`config.mk`:
```
export PLATFORM = sky130hd
export DESIGN_NAME = nixie_clock_set_and_display
export DESIGN_NICKNAME = d
export VERILOG_FILES = /design/src/sv/nxc_pkg.sv /design/src/sv/nxc_ctrl.sv /design/src/sv/nxc_tube.sv /design/src/sv/nixie_clock_set_and_display.sv
export VERILOG_INCLUDE_DIRS = /design/src /design/src/sv
export SDC_FILE = /design/constraint.sdc
export NUM_CORES = 1
export LEC_CHECK = 0
export ABC_CLOCK_PERIOD_IN_PS = 15700
export BUFFER_PORTS_ARGS = -buffer_cell sky130_fd_sc_hd__buf_2
export CORE_MARGIN = 2
export CORE_UTILIZATION = 50
export CTS_BUF_LIST = sky130_fd_sc_hd__clkbuf_8
export CTS_CLUSTER_DIAMETER = 100
export DETAILED_ROUTE_END_ITERATION = 6
export PLACE_DENSITY_LB_ADDON = 0.05
export SLEW_MARGIN = 20
export SYNTH_ARGS = -nofsm -noshare
export SYNTH_HDL_FRONTEND = slang
export SYNTH_SLANG_ARGS = --single-unit
```
`constraint.sdc`:
```
create_clock -name clk -period 15.7 [get_ports clk]
set_clock_uncertainty 0.1 [all_clocks]
set_input_delay 2.355 -clock clk [delete_from_list [all_inputs] [get_ports clk]]
set_output_delay 2.355 -clock clk [all_outputs]
set_load 0.01 [all_outputs]
```
`src/sv/nixie_clock_set_and_display_defines.svh`:
```
// assertion macros shared by the nixie clock set and display modules
`ifndef NIXIE_CLOCK_SET_AND_DISPLAY_DEFINES_SVH
`define NIXIE_CLOCK_SET_AND_DISPLAY_DEFINES_SVH

`ifndef SYNTHESIS

// condition holds in the same cycle
`define NXC_ASSERT_SAME(lbl, ante, cons, msg) \
  lbl: assert property (@(posedge clk) disable iff (!rst_n) (ante) |-> (cons)) \
    else $error(msg);

// condition holds in the next cycle
`define NXC_ASSERT_NEXT(lbl, ante, cons, msg) \
  lbl: assert property (@(posedge clk) disable iff (!rst_n) (ante) |=> (cons)) \
    else $error(msg);

`else

`define NXC_ASSERT_SAME(lbl, ante, cons, msg)
`define NXC_ASSERT_NEXT(lbl, ante, cons, msg)

`endif

`endif

```
`src/sv/nxc_pkg.sv`:
```
// types, codes and digit/tube tables for the nixie clock set and display block
package nxc_pkg;

  typedef logic [3:0] digit_t;

  localparam digit_t DIG_BLANK = 4'd10;
  localparam digit_t DIG_EIGHT = 4'd8;

  // display screens
  localparam logic [2:0] SCR_AUTO    = 3'd0;
  localparam logic [2:0] SCR_TIME    = 3'd1;
  localparam logic [2:0] SCR_DATE    = 3'd2;
  localparam logic [2:0] SCR_WEEKDAY = 3'd3;
  localparam logic [2:0] SCR_SECONDS = 3'd4;

  // set fields
  localparam logic [2:0] STEP_HOUR    = 3'd0;
  localparam logic [2:0] STEP_MINUTE  = 3'd1;
  localparam logic [2:0] STEP_SECOND  = 3'd2;
  localparam logic [2:0] STEP_YEAR    = 3'd3;
  localparam logic [2:0] STEP_MONTH   = 3'd4;
  localparam logic [2:0] STEP_DAY     = 3'd5;
  localparam logic [2:0] STEP_CONFIRM = 3'd6;

  typedef struct packed {
    logic       key_next;
    logic       key_prev;
    logic       key_field;
    logic       key_mode;
    logic [5:0] now_second;
    logic [5:0] now_minute;
    logic [4:0] now_hour;
    logic [4:0] now_day;
    logic [3:0] now_month;
    logic [6:0] now_year;
    logic [2:0] now_weekday;
  } nxc_item_t;

  typedef struct packed {
    logic [4:0] hour;
    logic [5:0] minute;
    logic [5:0] second;
    logic [4:0] day;
    logic [3:0] month;
    logic [6:0] year;
  } nxc_setv_t;

  typedef struct packed {
    digit_t a;
    digit_t b;
    digit_t c;
    digit_t d;
    digit_t e;
    digit_t f;
  } nxc_digits_t;

  // tens digit by reciprocal multiply, exact for v < 1029
  function automatic digit_t hi_dig(input logic [6:0] v);
    logic [14:0] p;
    p = {8'd0, v} * 15'd205;
    return p[14:11];
  endfunction

  function automatic digit_t lo_dig(input logic [6:0] v);
    logic [6:0] q10;
    logic [6:0] r;
    q10 = {3'd0, hi_dig(v)} * 7'd10;
    r   = v - q10;
    return r[3:0];
  endfunction

  function automatic logic [4:0] month_len(input logic [3:0] m, input logic [6:0] yr);
    logic       leap;
    logic [4:0] n;
    // years 2000..2127: only 2100 breaks the every-fourth-year rule
    leap = (yr[1:0] == 2'd0) && (yr != 7'd100);
    unique case (m)
      4'd2:                         n = 5'd28;
      4'd4, 4'd6, 4'd9, 4'd11:      n = 5'd30;
      default:                      n = 5'd31;
    endcase
    if ((m == 4'd2) && leap) n = 5'd29;
    return n;
  endfunction

  function automatic logic [7:0] tab_a0(input digit_t d);
    unique case (d)
      4'd0: return 8'h04;
      4'd1: return 8'h08;
      4'd2: return 8'h10;
      4'd3: return 8'h20;
      4'd4: return 8'h40;
      4'd5: return 8'h80;
      4'd8: return 8'h01;
      4'd9: return 8'h02;
      default: return 8'h00;
    endcase
  endfunction

  function automatic logic [7:0] tab_a1(input digit_t d);
    unique case (d)
      4'd6: return 8'h40;
      4'd7: return 8'h80;
      default: return 8'h00;
    endcase
  endfunction

  function automatic logic [7:0] tab_b0(input digit_t d);
    unique case (d)
      4'd0: return 8'h01;
      4'd1: return 8'h02;
      4'd2: return 8'h04;
      4'd3: return 8'h08;
      4'd4: return 8'h10;
      4'd5: return 8'h20;
      default: return 8'h00;
    endcase
  endfunction

  function automatic logic [7:0] tab_b1(input digit_t d);
    unique case (d)
      4'd6: return 8'h10;
      4'd7: return 8'h20;
      4'd8: return 8'h40;
      4'd9: return 8'h80;
      default: return 8'h00;
    endcase
  endfunction

  function automatic logic [7:0] tab_c0(input digit_t d);
    unique case (d)
      4'd4: return 8'h01;
      4'd5: return 8'h02;
      default: return 8'h00;
    endcase
  endfunction

  function automatic logic [7:0] tab_c1(input digit_t d);
    unique case (d)
      4'd0: return 8'h10;
      4'd1: return 8'h20;
      4'd2: return 8'h40;
      4'd3: return 8'h80;
      4'd6: return 8'h01;
      4'd7: return 8'h02;
      4'd8: return 8'h04;
      4'd9: return 8'h08;
      default: return 8'h00;
    endcase
  endfunction

  function automatic logic [7:0] tab_d0(input digit_t d);
    unique case (d)
      4'd2: return 8'h01;
      4'd3: return 8'h02;
      4'd4: return 8'h04;
      4'd5: return 8'h08;
      default: return 8'h00;
    endcase
  endfunction

  function automatic logic [7:0] tab_d1(input digit_t d);
    unique case (d)
      4'd0: return 8'h40;
      4'd1: return 8'h80;
      4'd6: return 8'h04;
      4'd7: return 8'h08;
      4'd8: return 8'h10;
      4'd9: return 8'h20;
      default: return 8'h00;
    endcase
  endfunction

endpackage

```
`src/sv/nxc_ctrl.sv`:
```
// mode, screen and set-value state with per-word digit selection
`include "nixie_clock_set_and_display_defines.svh"

module nxc_ctrl (
  input  logic                clk,
  input  logic                rst_n,
  input  logic                adv,
  input  nxc_pkg::nxc_item_t  item,
  output nxc_pkg::nxc_digits_t digits,
  output logic                commit,
  output nxc_pkg::nxc_setv_t  setv
);
  import nxc_pkg::*;

  logic       mode_r, mode_nxt;
  logic [2:0] step_r, step_nxt;
  logic [2:0] scr_r, scr_nxt;
  nxc_setv_t  val_r, val_nxt;

  always_ff @(posedge clk) begin
    if (!rst_n) begin
      mode_r       <= 1'b0;
      step_r       <= STEP_HOUR;
      scr_r        <= SCR_AUTO;
      val_r.hour   <= 5'd12;
      val_r.minute <= 6'd0;
      val_r.second <= 6'd0;
      val_r.day    <= 5'd1;
      val_r.month  <= 4'd1;
      val_r.year   <= 7'd20;
    end else if (adv) begin
      mode_r <= mode_nxt;
      step_r <= step_nxt;
      scr_r  <= scr_nxt;
      val_r  <= val_nxt;
    end
  end

  always_comb begin
    nxc_digits_t tm, dt;
    digit_t      sd;
    logic [3:0]  wsum, wmod;
    logic [4:0]  len;
    mode_nxt = mode_r;
    step_nxt = step_r;
    scr_nxt  = scr_r;
    val_nxt  = val_r;
    commit   = 1'b0;
    digits   = '{DIG_BLANK, DIG_BLANK, DIG_BLANK, DIG_BLANK, DIG_BLANK, DIG_BLANK};

    sd = lo_dig({1'b0, item.now_second});
    tm = '{hi_dig({2'd0, item.now_hour}), lo_dig({2'd0, item.now_hour}),
           hi_dig({1'b0, item.now_minute}), lo_dig({1'b0, item.now_minute}),
           hi_dig({1'b0, item.now_second}), sd};
    dt = '{hi_dig(item.now_year), lo_dig(item.now_year),
           hi_dig({3'd0, item.now_month}), lo_dig({3'd0, item.now_month}),
           hi_dig({2'd0, item.now_day}), lo_dig({2'd0, item.now_day})};
    // shift clock weekday by five places, mod 7, then back to 1..7
    wsum = {1'b0, item.now_weekday} + 4'd5;
    wmod = (wsum >= 4'd7) ? (wsum - 4'd7) : wsum;
    len  = 5'd31;

    if (item.key_mode) begin
      if (!mode_r) begin
        mode_nxt = 1'b1;
      end else begin
        commit   = (step_r == STEP_CONFIRM);
        mode_nxt = 1'b0;
        step_nxt = STEP_HOUR;
      end
    end

    if (!mode_nxt) begin
      if (item.key_next) scr_nxt = (scr_nxt < SCR_SECONDS) ? scr_nxt + 3'd1 : SCR_AUTO;
      if (item.key_prev) scr_nxt = (scr_nxt > SCR_AUTO) ? scr_nxt - 3'd1 : SCR_WEEKDAY;
      unique case (scr_nxt)
        SCR_AUTO: begin
          if ((item.now_second < 6'd10) && item.now_minute[0]) begin
            digits = '{sd, sd, sd, sd, sd, sd};
          end else if ((item.now_second == 6'd14) || (item.now_second == 6'd15) ||
                       (item.now_second == 6'd44) || (item.now_second == 6'd45)) begin
            digits = dt;
          end else begin
            digits = tm;
          end
        end
        SCR_TIME:    digits = tm;
        SCR_DATE:    digits = dt;
        SCR_WEEKDAY: digits.a = wmod + 4'd1;
        SCR_SECONDS: digits = '{sd, sd, sd, sd, sd, sd};
        default: ;
      endcase
    end else begin
      if (item.key_field) step_nxt = (step_nxt < STEP_CONFIRM) ? step_nxt + 3'd1 : STEP_HOUR;
      unique case (step_nxt)
        STEP_HOUR: begin
          if (item.key_next)
            val_nxt.hour = (val_nxt.hour < 5'd23) ? val_nxt.hour + 5'd1 : 5'd0;
          if (item.key_prev)
            val_nxt.hour = (val_nxt.hour > 5'd0) ? val_nxt.hour - 5'd1 : 5'd23;
          digits.e = hi_dig({2'd0, val_nxt.hour});
          digits.f = lo_dig({2'd0, val_nxt.hour});
        end
        STEP_MINUTE: begin
          if (item.key_next)
            val_nxt.minute = (val_nxt.minute < 6'd59) ? val_nxt.minute + 6'd1 : 6'd0;
          if (item.key_prev)
            val_nxt.minute = (val_nxt.minute > 6'd0) ? val_nxt.minute - 6'd1 : 6'd59;
          digits.c = hi_dig({2'd0, val_nxt.hour});
          digits.d = lo_dig({2'd0, val_nxt.hour});
          digits.e = hi_dig({1'b0, val_nxt.minute});
          digits.f = lo_dig({1'b0, val_nxt.minute});
        end
        STEP_SECOND: begin
          if (item.key_next)
            val_nxt.second = (val_nxt.second < 6'd59) ? val_nxt.second + 6'd1 : 6'd0;
          if (item.key_prev)
            val_nxt.second = (val_nxt.second > 6'd0) ? val_nxt.second - 6'd1 : 6'd59;
          digits = '{hi_dig({2'd0, val_nxt.hour}), lo_dig({2'd0, val_nxt.hour}),
                     hi_dig({1'b0, val_nxt.minute}), lo_dig({1'b0, val_nxt.minute}),
                     hi_dig({1'b0, val_nxt.second}), lo_dig({1'b0, val_nxt.second})};
        end
        STEP_YEAR: begin
          // day is clamped after each change, so next-then-prev can shorten it
          if (item.key_next) begin
            val_nxt.year = (val_nxt.year < 7'd99) ? val_nxt.year + 7'd1 : 7'd0;
            len = month_len(val_nxt.month, val_nxt.year);
            if (val_nxt.day > len) val_nxt.day = len;
          end
          if (item.key_prev) begin
            val_nxt.year = (val_nxt.year > 7'd0) ? val_nxt.year - 7'd1 : 7'd99;
            len = month_len(val_nxt.month, val_nxt.year);
            if (val_nxt.day > len) val_nxt.day = len;
          end
          digits.e = hi_dig(val_nxt.year);
          digits.f = lo_dig(val_nxt.year);
        end
        STEP_MONTH: begin
          if (item.key_next) begin
            val_nxt.month = (val_nxt.month < 4'd12) ? val_nxt.month + 4'd1 : 4'd1;
            len = month_len(val_nxt.month, val_nxt.year);
            if (val_nxt.day > len) val_nxt.day = len;
          end
          if (item.key_prev) begin
            val_nxt.month = (val_nxt.month > 4'd1) ? val_nxt.month - 4'd1 : 4'd12;
            len = month_len(val_nxt.month, val_nxt.year);
            if (val_nxt.day > len) val_nxt.day = len;
          end
          digits.c = hi_dig(val_nxt.year);
          digits.d = lo_dig(val_nxt.year);
          digits.e = hi_dig({3'd0, val_nxt.month});
          digits.f = lo_dig({3'd0, val_nxt.month});
        end
        STEP_DAY: begin
          len = month_len(val_nxt.month, val_nxt.year);
          if (item.key_next)
            val_nxt.day = (val_nxt.day < len) ? val_nxt.day + 5'd1 : 5'd1;
          if (item.key_prev)
            val_nxt.day = (val_nxt.day > 5'd1) ? val_nxt.day - 5'd1 : len;
          digits = '{hi_dig(val_nxt.year), lo_dig(val_nxt.year),
                     hi_dig({3'd0, val_nxt.month}), lo_dig({3'd0, val_nxt.month}),
                     hi_dig({2'd0, val_nxt.day}), lo_dig({2'd0, val_nxt.day})};
        end
        STEP_CONFIRM: digits = '{DIG_EIGHT, DIG_EIGHT, DIG_EIGHT, DIG_EIGHT, DIG_EIGHT, DIG_EIGHT};
        default: ;
      endcase
    end
  end

  assign setv = val_nxt;

  `NXC_ASSERT_SAME(a_step_idle, !mode_r, step_r == STEP_HOUR, "set step moved in display mode")
  `NXC_ASSERT_SAME(a_day_range, 1'b1, (val_r.day >= 5'd1) && (val_r.day <= month_len(val_r.month, val_r.year)), "day outside month")
  `NXC_ASSERT_SAME(a_hms_range, 1'b1, (val_r.hour <= 5'd23) && (val_r.minute <= 6'd59) && (val_r.second <= 6'd59), "time value out of range")
  `NXC_ASSERT_SAME(a_commit_exit, adv && commit, mode_r && !mode_nxt, "commit without leaving set mode")

endmodule

```
`src/sv/nxc_tube.sv`:
```
// maps six tube digits onto the 64 driver shift bits
module nxc_tube (
  input  nxc_pkg::nxc_digits_t digits,
  output logic [63:0]          bits
);
  import nxc_pkg::*;

  assign bits = {tab_a0(digits.a),
                 tab_a1(digits.a) | tab_b0(digits.b),
                 tab_b1(digits.b) | tab_c0(digits.c),
                 tab_c1(digits.c),
                 tab_a0(digits.d),
                 tab_a1(digits.d) | tab_d0(digits.e),
                 tab_d1(digits.e) | tab_c0(digits.f),
                 tab_c1(digits.f)};

endmodule

```
`src/sv/nixie_clock_set_and_display.sv`:
```
// top level of the nixie clock set and display controller
//
// One input word per tick: four button levels and the clock's current time.
// One result word per input word: the 64 tube shift bits (first byte sent in
// bits 63:56), a commit flag and the set values as held after the tick.
// When commit is 1 the set values are to be written into the clock.
// Both channels use valid/stall; a word moves when valid is high and stall
// is low. The input word is captured in an input register, processed by one
// level of table logic into the result register: out_valid rises once the
// word has moved from the input register into the result register, and one
// word per cycle is sustained while out_stall is low. The result
// register lets a new word be taken while the previous result waits.
// When out_stall holds the result, the input register keeps its word and
// in_stall rises once it is full; nothing is dropped or repeated.
// Reset (rst_n low, synchronous) empties both registers and returns to display
// mode, auto-rotate screen, set values 12:00:00 on 2020-01-01.
`include "nixie_clock_set_and_display_defines.svh"

module nixie_clock_set_and_display (
  input  logic        clk,
  input  logic        rst_n,
  input  logic        in_valid,
  output logic        in_stall,
  input  logic        in_key_next,
  input  logic        in_key_prev,
  input  logic        in_key_field,
  input  logic        in_key_mode,
  input  logic [5:0]  in_now_second,
  input  logic [5:0]  in_now_minute,
  input  logic [4:0]  in_now_hour,
  input  logic [4:0]  in_now_day,
  input  logic [3:0]  in_now_month,
  input  logic [6:0]  in_now_year,
  input  logic [2:0]  in_now_weekday,
  output logic        out_valid,
  input  logic        out_stall,
  output logic [63:0] out_tube_bits,
  output logic        out_commit,
  output logic [4:0]  out_new_hour,
  output logic [5:0]  out_new_minute,
  output logic [5:0]  out_new_second,
  output logic [4:0]  out_new_day,
  output logic [3:0]  out_new_month,
  output logic [6:0]  out_new_year
);
  import nxc_pkg::*;

  logic        s1_valid_r;
  nxc_item_t   s1_item_r;
  logic        out_valid_r;
  logic [63:0] tube_r;
  logic        commit_r;
  nxc_setv_t   setv_r;

  logic        adv;
  logic        in_take;
  nxc_digits_t digits;
  logic        commit;
  nxc_setv_t   setv;
  logic [63:0] bits;

  assign adv      = s1_valid_r && (!out_valid_r || !out_stall);
  assign in_stall = s1_valid_r && out_valid_r && out_stall;
  assign in_take  = in_valid && !in_stall;

  always_ff @(posedge clk) begin
    if (!rst_n) begin
      s1_valid_r <= 1'b0;
    end else if (in_take) begin
      s1_valid_r <= 1'b1;
    end else if (adv) begin
      s1_valid_r <= 1'b0;
    end
  end

  always_ff @(posedge clk) begin
    if (in_take) begin
      s1_item_r <= '{in_key_next, in_key_prev, in_key_field, in_key_mode,
                     in_now_second, in_now_minute, in_now_hour, in_now_day,
                     in_now_month, in_now_year, in_now_weekday};
    end
  end

  nxc_ctrl u_ctrl (
    .clk    (clk),
    .rst_n  (rst_n),
    .adv    (adv),
    .item   (s1_item_r),
    .digits (digits),
    .commit (commit),
    .setv   (setv)
  );

  nxc_tube u_tube (
    .digits (digits),
    .bits   (bits)
  );

  always_ff @(posedge clk) begin
    if (!rst_n) begin
      out_valid_r <= 1'b0;
    end else if (adv) begin
      out_valid_r <= 1'b1;
    end else if (!out_stall) begin
      out_valid_r <= 1'b0;
    end
  end

  always_ff @(posedge clk) begin
    if (adv) begin
      tube_r   <= bits;
      commit_r <= commit;
      setv_r   <= setv;
    end
  end

  assign out_valid      = out_valid_r;
  assign out_tube_bits  = tube_r;
  assign out_commit     = commit_r;
  assign out_new_hour   = setv_r.hour;
  assign out_new_minute = setv_r.minute;
  assign out_new_second = setv_r.second;
  assign out_new_day    = setv_r.day;
  assign out_new_month  = setv_r.month;
  assign out_new_year   = setv_r.year;

  `NXC_ASSERT_NEXT(a_word_kept, s1_valid_r && out_valid_r && out_stall, s1_valid_r, "held input word lost")
  `NXC_ASSERT_NEXT(a_result_shown, adv, out_valid_r, "processed word produced no result")
  `NXC_ASSERT_NEXT(a_result_held, out_valid_r && out_stall, out_valid_r, "stalled result dropped")

endmodule
```
* Word-level counts from Yosys, hierarchy flattened *
Memory sizes are Yosys's and may differ from the RTL's. A register that Yosys moved wholly into a read port is not among the register bits.
Index checks and enable logic that the tools add are counted.

word-level totals
  bits in registers = 180
  memory bits (read-only) = 512
  input port bits = 44
  output and inout bits = 100
  logic and storage cells = 339
  memories = 4

operators by class
  add/subtract/negate cells = 34
  $mul = 32
  $lt $le $gt $ge = 21
  eq/ne operators = 60
  muxes and demuxes = 120
  bitwise gates (word level) = 5
  reductions and logical operators = 33

memory list
  name             depth  width  read ports  clocked after Yosys merged registers in  wr ports  RTL line        text
  (no name shown)  16     8      1           1                                        0         nxc_pkg.sv:139  unique case (d)
  (no name shown)  16     8      1           1                                        0         nxc_pkg.sv:87   unique case (d)
  (no name shown)  16     8      1           1                                        0         nxc_pkg.sv:139
  (no name shown)  16     8      1           1                                        0         nxc_pkg.sv:87

operator list
  operator              count
  $mux 5                40
  $mux 6                18
  $eq 4x3->1 const B    22
  $pmux 20 s4           1
  $mux 24               3
  $mul 6x8->14 const B  5
  $mul 5x8->13 const B  5
  $sub 4x4->4           16
  $mux 7                9
  $pmux 8 s7            1
  $mux 9                6
  $pmux 8 s6            1
  $mul 7x8->15 const B  3
  $eq 4x4->1 const B    10
  $pmux 8 s5            1
  $mul 4x8->12 const B  3
  $mux 3                12
  $pmux 6 s6            1
  $mux 33               1
  $pmux 8 s2            2
  $pmux 8 s4            1
  $eq 4x2->1 const B    7
  $pmux 8 s3            1
  $ne 7x7->1 const B    3
  other kinds (57)      133

* Logic depth before layout (Yosys ltp) *
Gate-level depths: netlist (run 1).

  depth after elaboration = 36
  gate-level depth with buffers = 41

* Cells and area by module *
A second synthesis (run 1) with hierarchy kept.

second synthesis, totals
  cells, all modules = 2348
  area, all modules = 22067.4 um^2

modules (own cells, without submodules)
  module                       instances  cells each  area an instance (um^2)  seq. area each (um^2)
  nxc_ctrl                     1          2113        16844.9                  800.8
  nixie_clock_set_and_display  1          146         4227.8                   4184.0
  nxc_tube                     1          89          994.7                    0.0

* Worst setup path after synthesis (run 1) *
OpenSTA, ideal clock, no wires.

  path kind = register to register
  from = register u_ctrl.val_r[3] in the netlist's numbering
  to = register tube_r[6], in the netlist out_tube_bits[6] (data pin)
  setup time = 0.275 ns
  arrival time = 7.309 ns
  required time = 15.325 ns
  slack = 8.016 ns
  cell stages (with the launch flop) = 35
  path through = dfxtp_1 > buf_2 > inv_1 > ha_1 > nand2b_1 > o211a_2 > nor3_1 > a21oi_1 > ha_1 > inv_1 > nor2_1 > nand2_1 > o32ai_1 > ha_1 > inv_1 > fa_1 > inv_1 > ha_1 > inv_1 > fa_1 > inv_1 > ha_1 > a41oi_1 > o21ai_0 > a21o_1 > a21oi_1 > o31ai_4 > xor2_2 > ha_1 > fa_1 > mux4_2 > o22ai_1 > a22oi_1 > and2_1 > nor4b_1

between the ends
  word-level cells in the longest chain between the ends = 21

RTL lines
  item                    RTL line                           text
  start, declared         nxc_ctrl.sv:18                     nxc_setv_t val_r, val_nxt;
  start signal, assigned  nxc_ctrl.sv:35                     val_r <= val_nxt;
  $ne 7x7->1              nxc_pkg.sv:76                      leap = (yr[1:0] == 2'd0) && (yr != 7'd100);
  $logic_and 1x1->1       nxc_pkg.sv:76
  $logic_and 1x1->1       nxc_pkg.sv:82                      if ((m == 4'd2) && leap) n = 5'd29;
  $mux 2                  nxc_pkg.sv:82
  $mux 5                  nxc_ctrl.sv:95                     unique case (step_nxt)
  $mux 5                  nxc_ctrl.sv:73                     if (!mode_nxt) begin
  $lt 5x5->1              nxc_ctrl.sv:157                    val_nxt.day = (val_nxt.day < len) ? val_nxt.day + 5'd1 : 5'd1;
  $mux 5                  nxc_ctrl.sv:157
  [... 5 more ...]        -
  $mux 5                  nxc_ctrl.sv:158                    if (item.key_prev)
  $mux 5                  nxc_ctrl.sv:95
  $mux 5                  nxc_ctrl.sv:73
  $mul 5x8->13            nxc_pkg.sv:60                      p = {8'd0, v} * 15'd205;
  $mul 2x3->3             nxc_pkg.sv:67                      q10 = {3'd0, hi_dig(v)} * 7'd10;
  $sub 4x4->4             nxc_pkg.sv:68                      r = v - q10;
  $pmux 8 s7 (*)          nxc_ctrl.sv:95
  $mux 24 (*)             nxc_ctrl.sv:73
  end, declared           nixie_clock_set_and_display.sv:51  logic [63:0] tube_r;

Mark *: on every way between the ends. The rest lies on a longest branch, timed or not. The select of a mux whose other input is x is not followed.
A chain may end at the register's enable or synchronous reset.

* Final worst setup path (run 1) *
  from = register u_ctrl.val_r[3] in the netlist's numbering
  to = register tube_r[4], in the netlist out_tube_bits[4] (data pin)

The elaborated chain is that of the path after synthesis.

==> load_flow_metrics.sql, run 1 <==
INSERT INTO impl_metrics (metric_group, metric, value, unit) VALUES
('status', 'run_status', 'finished, final reports clean', ''),
('sta', 'fmax', '0.112', 'GHz'),
('cts', 'clock_sink_count', '176', ''),
('sta', 'worst_slew_margin_rel', '30.7', '%'),
('logic_synthesis', 'synth.largest_area_cell', 'sky130_fd_sc_hd__ha_1', ''),
('layout', 'final-instance-count-excl-fill', '3184', ''),
('power', 'p_leak', '11.4', 'nW'),
('worst_hold_path', 'worst_hold_path.num_cells', '2', ''),
('power', 'powerDensity', '88.1', 'mW/mm2'),
('worst_setup_path', 'crit_arrival', '9110', 'ps'),
('layout', 'mostFrequentLayoutCell', 'sky130_fd_sc_hd__ha_1', ''),
('logic_synthesis', 'synth.yosys.seq_area_share', '21.6', '%'),
('worst_setup_path', 'critPathKind', 'reg2reg', ''),
('cts', 'numCtsBuffers', '17', ''),
('logic_synthesis', 'combined_area_of_all_synthesized_cells', '0.0225', 'mm2'),
('routing', 'met3_length', '3320', 'um'),
('routing', 'antenna_left', '0', ''),
('layout', 'fillers', '4157', ''),
('layout', 'syn2layout_area_growth', '7.06', '%'),
('worst_hold_path', 'holdPathEnd', 'out_valid$_SDFFE_PN0P_', ''),
('worst_setup_path', 'critical_path.reg2reg.endpoint', 'out_tube_bits[4]$_SDFFCE_PP0P_', ''),
('worst_hold_path', 'worstHoldStart', 's1_valid_r$_SDFFE_PN0P_', ''),
('die', 'fp.dieArea', '0.0467', 'mm2'),
('routing', 'routedLengthMet1', '29800', 'um'),
('cts', 'htreeDepth', '4', ''),
('grt', 'grt_pass1_vias', '18300', ''),
('routing', 'viasPerCell', '5.94', ''),
('worst_setup_path', 'timing.rr.start', 'u_ctrl.val_r[3]$_SDFFE_PN0P_', ''),
('logic_synthesis', 'netlist_top_cells_area', 'sky130_fd_sc_hd__ha_1, sky130_fd_sc_hd__edfxtp_1, sky130_fd_sc_hd__fa_1', ''),
('placement', 'port-buffer-count', '139', ''),
('placement', 'place_inst', '3150', ''),
('die', 'die_width', '216', 'um'),
('sta', 'timing.final.crit_period', '8890', 'ps'),
('sta', 'tightest_slew', '1030', 'ps'),
('worst_setup_path', 'critPathLaunch', 'u_ctrl.val_r[3]$_SDFFE_PN0P_', ''),
('routing', 'route.detailed.wl_per_inst', '20.1', 'um'),
('layout', 'footprint_of_the_multi_input_gates', '0.0162', 'mm2'),
('placement', 'gp_routability_congestion', '0.955', ''),
('worst_setup_path', 'worst_setup_sp_type', 'register', ''),
('routing', 'drt_iter0_drc', '1383', ''),
('layout', 'seqCellArea', '0.00486', 'mm2'),
('sta', 'final-hold-violation-count', '0', ''),
('die', 'core_region_area', '0.0443', 'mm2'),
('layout', 'mostFrequentLayoutCells', 'sky130_fd_sc_hd__ha_1, sky130_fd_sc_hd__inv_1, sky130_fd_sc_hd__nand2_1', ''),
('logic_synthesis', 'postSynthRegisterBits', '176', ''),
('logic_synthesis', 'yosys_warnings', '0', ''),
('layout', 'fin_nets', '3145', ''),
('grt', 'number_of_antenna_violations_at_the_first_check_in_global_routing', '1', ''),
('layout', 'drive_gt1_share', '11.3', '%'),
('job', 'max_cap_violations', '0', ''),
('power', 'vdd_drop_max', '0.0647', 'mV'),
('worst_setup_path', 'family_with_the_most_delay_on_the_worst_path', 'adder cells', ''),
('layout', 'postLayoutCoreUtil', '54.3', '%'),
('sta', 'setup_total_negative_slack', '0', 'ps'),
('sta', 'final_max_slew_viol_count', '0', ''),
('cts', 'post_cts.resized_instances', '0', ''),
('worst_setup_path', 'cp_data_required_time', '15920', 'ps'),
('routing', 'number_of_search_and_repair_iterations_in_the_first_detailed_routing_pass', '6', ''),
('cts', 'clk_pin_slew', '130', 'ps'),
('routing', 'detailroute.via_count', '18900', ''),
('logic_synthesis', 'post-synth-top-area-fraction', '24.9', '%'),
('logic_synthesis', 'synth_edf_count', '134', ''),
('die', 'ios', '144', ''),
('grt', 'grt_first_pass_wirelength', '102000', 'um'),
('worst_setup_path', 'cp_num_buf_inv', '6', ''),
('logic_synthesis', 'asyncSetResetFlopFracSynth', '0', '%'),
('grt', 'grt_remaining_overflow', '0', ''),
('logic_synthesis', 'synthFlopType', 'sky130_fd_sc_hd__edfxtp_1', ''),
('routing', 'detail_route.drc_violations', '0', ''),
('logic_synthesis', 'post_synth_inst_count', '2485', ''),
('die', 'fp-row-count', '77', '');
-- metal layers --
metal,vias to the layer above,GRT usage (%)
li1,9174,-
met1,9104,38.5
met2,545,44.4
met3,85,4.28
met4,0,8.17
met5,-,0
-- sequential cells by signal, indices dropped and copies added (netlist names), 4 cells and up --
| name | cells |
|---|---|
| out_new_hour | 5 |
| s1_item_r | 40 |
| u_ctrl.val_r | 33 |
| out_new_year | 7 |
| out_new_day | 5 |
| out_new_second | 6 |
| out_new_minute | 6 |
| out_tube_bits | 60 |
| out_new_month | 4 |
-- synth_stat cells, types with 19 or more instances --
master,count
sky130_fd_sc_hd__a211oi_1,27
sky130_fd_sc_hd__a21o_1,36
sky130_fd_sc_hd__a21oi_1,147
sky130_fd_sc_hd__a31oi_1,21
sky130_fd_sc_hd__and2_1,21
sky130_fd_sc_hd__clkbuf_1,46
sky130_fd_sc_hd__dfxtp_1,42
sky130_fd_sc_hd__edfxtp_1,134
sky130_fd_sc_hd__fa_1,76
sky130_fd_sc_hd__ha_1,447
sky130_fd_sc_hd__inv_1,281
sky130_fd_sc_hd__nand2_1,189
sky130_fd_sc_hd__nand2b_1,19
sky130_fd_sc_hd__nand3_1,49
sky130_fd_sc_hd__nor2_1,170
sky130_fd_sc_hd__nor2b_1,21
sky130_fd_sc_hd__nor3_1,61
sky130_fd_sc_hd__o21ai_0,86
sky130_fd_sc_hd__or2_2,27
sky130_fd_sc_hd__xnor2_1,73
sky130_fd_sc_hd__xor2_1,36
-- report_power, final --
part           leakage [nW]  total, mW  internal (mW)  switching (mW)
registers              1.64      0.562          0.535          0.0266
logic                  9.54       1.22          0.494           0.728
clock network         0.205      0.338          0.122           0.216
-- cell type report --
cell class	count	share of cell area [%]
timing repair buffer	156	3.41
multi-input combinational	1941	67.1
antenna	1	0.0104
tap	592	3.08
inverter	286	4.47
sequential	176	20.2
clock buffer	17	0.972
clock inverter	15	0.733
-- stage by stage --
step	area, um2	total power [mW]	hold WS (ps)
2_1_floorplan	22500	1.43	351
3_3_place_gp	23600	1.75	362
5_1_grt	24100	2.29	457
4_1_cts	24100	2.13	406
3_5_place_dp	23600	1.78	392
6_report	24100	2.12	406
-- how the worst max path moves through the flow --
stage	endpoint	slack, ps	cells after the start
6_report	out_tube_bits[4]$_SDFFCE_PP0P_	6810	34
5_1_grt	out_tube_bits[5]$_SDFFCE_PP0P_	6030	36
4_1_cts	out_tube_bits[4]$_SDFFCE_PP0P_	6850	34
3_5_place_dp	out_tube_bits[4]$_SDFFCE_PP0P_	6920	34
3_3_place_gp	out_tube_bits[6]$_SDFFCE_PP0P_	7100	33
2_1_floorplan	out_tube_bits[6]$_SDFFCE_PP0P_	8020	34
-- worst reg2reg max path: cells and delay by family (launching register included) --
family | cells | cell delay [ps]
compound gates | 10 | 2440
xor+xnor | 1 | 190
fa+ha+maj | 9 | 3260
buf+inv | 6 | 610
flops | 1 | 700
mux | 1 | 480
simple gates | 7 | 870
-- cell families after synthesis --
| group | after synthesis | synth area share, % |
|---|---|---|
| simple gates | 679 | 14.9 |
| compound gates | 585 | 18.5 |
| fa+ha+maj | 523 | 31.6 |
| buf+inv | 371 | 6.63 |
| flops | 176 | 21.6 |
| xor+xnor | 118 | 5.06 |
| mux | 32 | 1.61 |
| other cells | 1 | 0.0167 |
No activity file was read; power rests on OpenSTA's default activity.
==> inputs of run 2 (changes only) <==
--- a/config.mk
+++ b/config.mk
@@ -6,7 +6,7 @@
 export SDC_FILE = /design/constraint.sdc
 export NUM_CORES = 1
 export LEC_CHECK = 0
-export ABC_CLOCK_PERIOD_IN_PS = 15700
+export ABC_CLOCK_PERIOD_IN_PS = 8800
 export BUFFER_PORTS_ARGS = -buffer_cell sky130_fd_sc_hd__buf_2
 export CORE_MARGIN = 2
 export CORE_UTILIZATION = 50
==> constraint.sdc (replaced) <==
create_clock -name clk -period 8.8 [get_ports clk]
set_clock_uncertainty 0.1 [all_clocks]
set_input_delay 1.32 -clock clk [delete_from_list [all_inputs] [get_ports clk]]
set_output_delay 1.32 -clock clk [all_outputs]
set_load 0.01 [all_outputs]
==> run 2 against run 1 <==
Compared with the run above: clock power is 92% higher; cell count is 0.47% higher; critical path depth is 1 lower; worst setup slack worse by 6300 ps; combinational power is 80% higher; register-to-register slack worse by 6300 ps; clock-buffer cell count stayed put; critical endpoint is now out_tube_bits[2]$_SDFFCE_PP0P_; fmax is 7.3% higher; die area stayed put; worst hold slack better by 15 ps; sequential cell count stayed put.
==> load_flow_metrics.sql, run 2 (synthesized netlist as in run 1, its figures left out) <==
INSERT INTO impl_metrics (metric_group, metric, value, unit) VALUES
('cts', 'cts_root_buffer', 'sky130_fd_sc_hd__clkbuf_8', ''),
('power', 'clock_group_share_of_total_power', '16.9', '%'),
('grt', 'grt_first_pass_wirelength', '103000', 'um'),
('die', 'ios', '144', ''),
('cts', 'htreeDepth', '4', ''),
('power', 'p_leak', '11.5', 'nW'),
('worst_setup_path', 'crit_arrival', '8510', 'ps'),
('placement', 'gp_routability_congestion', '0.951', ''),
('worst_setup_path', 'critical_path_most_common_cell', 'sky130_fd_sc_hd__ha_1', ''),
('worst_setup_path', 'critical_path.max_fanout', '11', ''),
('sta', 'worst_slew_margin_rel', '26.0', '%'),
('die', 'fp.dieArea', '0.0467', 'mm2'),
('sta', 'setup_slack', '514', 'ps'),
('layout', 'mostFrequentLayoutCell', 'sky130_fd_sc_hd__ha_1', ''),
('routing', 'routed_wirelength', '65300', 'um'),
('layout', 'fin_nets', '3160', ''),
('worst_setup_path', 'worst_setup_sp_type', 'register', ''),
('power', 'powerDensity', '158', 'mW/mm2'),
('grt', 'global_route.usage.total', '28.3', '%'),
('layout', 'footprint_of_the_multi_input_gates', '0.0162', 'mm2'),
('worst_hold_path', 'worst_hold_path.num_cells', '2', ''),
('routing', 'detailroute.via_count', '19100', ''),
('layout', 'largest_register_ff_count', '60', ''),
('sta', 'setup_viol', '0', ''),
('layout', 'syn2layout_area_growth', '7.87', '%'),
('worst_hold_path', 'holdPathEnd', 'u_ctrl.mode_r$_SDFFE_PN0P_', ''),
('grt', 'grt_pass1_vias', '18500', ''),
('die', 'core_region_area', '0.0443', 'mm2'),
('worst_setup_path', 'critical_path.max_stage_delay', '540', 'ps'),
('sta', 'final-hold-violation-count', '0', ''),
('layout', 'seqCellArea', '0.00487', 'mm2'),
('worst_setup_path', 'cell_count_of_the_worst_reg_to_reg_path', '33', ''),
('die', 'fp-row-count', '77', ''),
('worst_setup_path', 'r2r_setup_slack', '510', 'ps'),
('grt', 'grt_start_max_net_pins', '82', ''),
('layout', 'drive_gt1_share', '12.1', '%'),
('cts', 'cts_tree', 'done', ''),
('layout', 'layout.cell_area.non_filler', '0.0243', 'mm2'),
('die', 'initial_core_util', '50.7', '%'),
('placement', 'port-buffer-count', '139', ''),
('routing', 'route.detailed.wl_per_inst', '20.4', 'um'),
('worst_setup_path', 'end_kind', 'register', ''),
('worst_setup_path', 'critPathLaunch', 'u_ctrl.val_r[2]$_SDFFE_PN1P_', ''),
('cts', 'cts_setup_buffers', '0', ''),
('layout', 'fillers', '4224', ''),
('placement', 'place.detailed.hpwl', '52600', 'um'),
('worst_setup_path', 'worst_path_max_delay_cell', 'sky130_fd_sc_hd__fa_1', ''),
('worst_hold_path', 'worst_hold_path_type', 'reg2reg', ''),
('worst_setup_path', 'timing.rr.start', 'u_ctrl.val_r[2]$_SDFFE_PN1P_', ''),
('cts', 'numCtsBuffers', '17', ''),
('power', 'seq_power_share', '26.0', '%'),
('routing', 'drt_iter0_drc', '1493', ''),
('power', 'power', '3.83', 'mW'),
('routing', 'antenna_left', '0', ''),
('grt', 'grt_remaining_overflow', '0', ''),
('grt', 'number_of_antenna_violations_at_the_first_check_in_global_routing', '1', ''),
('routing', 'detail_route.drc_violations', '0', ''),
('power', 'p_int', '2.08', 'mW'),
('sta', 'tightest_slew', '1100', 'ps'),
('routing', 'number_of_search_and_repair_iterations_in_the_first_detailed_routing_pass', '5', ''),
('sta', 'fmax', '0.121', 'GHz'),
('power', 'vdd_drop_max', '0.110', 'mV'),
('sta', 'timing.final.crit_period', '8290', 'ps'),
('job', 'max_cap_violations', '0', ''),
('sta', 'setup_total_negative_slack', '0', 'ps'),
('worst_setup_path', 'critical_path.reg2reg.endpoint', 'out_tube_bits[2]$_SDFFCE_PP0P_', ''),
('placement', 'pre_cts_ws', '325', 'ps'),
('cts', 'clock_sink_count', '176', ''),
('sta', 'unrepaired_setup_endpoints_after_global_routing', 'false', ''),
('cts', 'clk_latency', '600', 'ps'),
('worst_setup_path', 'cp_data_required_time', '9020', 'ps'),
('cts', 'clock_tree.buffer_depth', '2', ''),
('status', 'run_status', 'finished, final reports clean', ''),
('cts', 'holdBufCountCts', '0', ''),
('worst_hold_path', 'worstHoldStart', 'u_ctrl.mode_r$_SDFFE_PN0P_', ''),
('cts', 'post_cts.resized_instances', '0', ''),
('power', 'swShare', '45.6', '%'),
('power', 'power.switching', '1.75', 'mW'),
('sta', 'final_max_slew_viol_count', '0', ''),
('placement', 'placement.cell_area', '0.0238', 'mm2'),
('die', 'die_width', '216', 'um'),
('sta', 'share_of_the_clock_period_used_by_the_worst_path_after_layout', '94.2', '%'),
('layout', 'mostFrequentLayoutCells', 'sky130_fd_sc_hd__ha_1, sky130_fd_sc_hd__inv_1, sky130_fd_sc_hd__nand2_1', ''),
('routing', 'viasPerCell', '5.97', ''),
('power', 'comb_power_share', '57.1', '%'),
('die', 'fp.dieH', '216', 'um'),
('cts', 'clk_pin_slew', '140', 'ps'),
('worst_setup_path', 'critPathKind', 'reg2reg', '');
## run 2: worst max-delay path, delay by kind of cell (launching register included)
kind | cells | cell delay (ps)
XOR/XNOR | 1 | 200
adder cells (fa/ha/maj) | 9 | 3140
multiplexers | 1 | 460
AND/OR/NAND/NOR | 5 | 1010
AO/OA/AOI/OAI | 12 | 2280
flip-flops | 1 | 490
buffers and inverters | 5 | 300
## run 2: area by class of cell
cell class / instances / area share, %
Antenna cell: 1 / 0.0103
Inverter: 286 / 4.44
Tap cell: 592 / 3.05
Multi-Input combinational cell: 1941 / 66.7
Clock buffer: 17 / 0.965
Clock inverter: 15 / 0.939
Timing Repair Buffer: 171 / 3.85
Sequential cell: 176 / 20.1
## run 2: worst max-delay path by stage
stage | endpoint | depth (start not counted)
after global placement | out_tube_bits[6]$_SDFFCE_PP0P_ | 32
after global routing | out_tube_bits[8]$_DFFE_PP_ | 33
after detailed placement | out_tube_bits[6]$_SDFFCE_PP0P_ | 36
after CTS | out_tube_bits[5]$_SDFFCE_PP0P_ | 37
after floorplan | out_tube_bits[6]$_SDFFCE_PP0P_ | 34
final | out_tube_bits[2]$_SDFFCE_PP0P_ | 33
## run 2: layer usage
layer  part of all wire [%]  up-vias  GRT usage, %
met1                     45     9295          37.9
li1                       -     9193             -
met2                     47      519          46.0
met5                      0        -             0
met4                    2.7        0          9.57
met3                    5.9       89          5.52
## run 2: through the flow
| stage | hold WS (ps) | util (%) | cells |
|---|---|---|---|
| CTS | 414 | 54.6 | 3197 |
| global placement | 359 | 53.6 | 3165 |
| global route | 441 | 54.7 | 3198 |
| finish | 421 | 54.7 | 3199 |
| floorplan | 351 | - | 2488 |
| detailed placement | 389 | 53.6 | 3165 |
## run 2: power by group through the flow
| stage | Combinational (mW) | Clock, mW | Sequential, mW |
|---|---|---|---|
| floorplan | 1.54 | 0 | 1.02 |
| global placement | 2.11 | 0 | 1.01 |
| detailed placement | 2.15 | 0 | 1.01 |
| CTS | 2.17 | 0.674 | 0.995 |
| global route | 2.45 | 0.698 | 1.00 |
| finish | 2.19 | 0.648 | 0.995 |
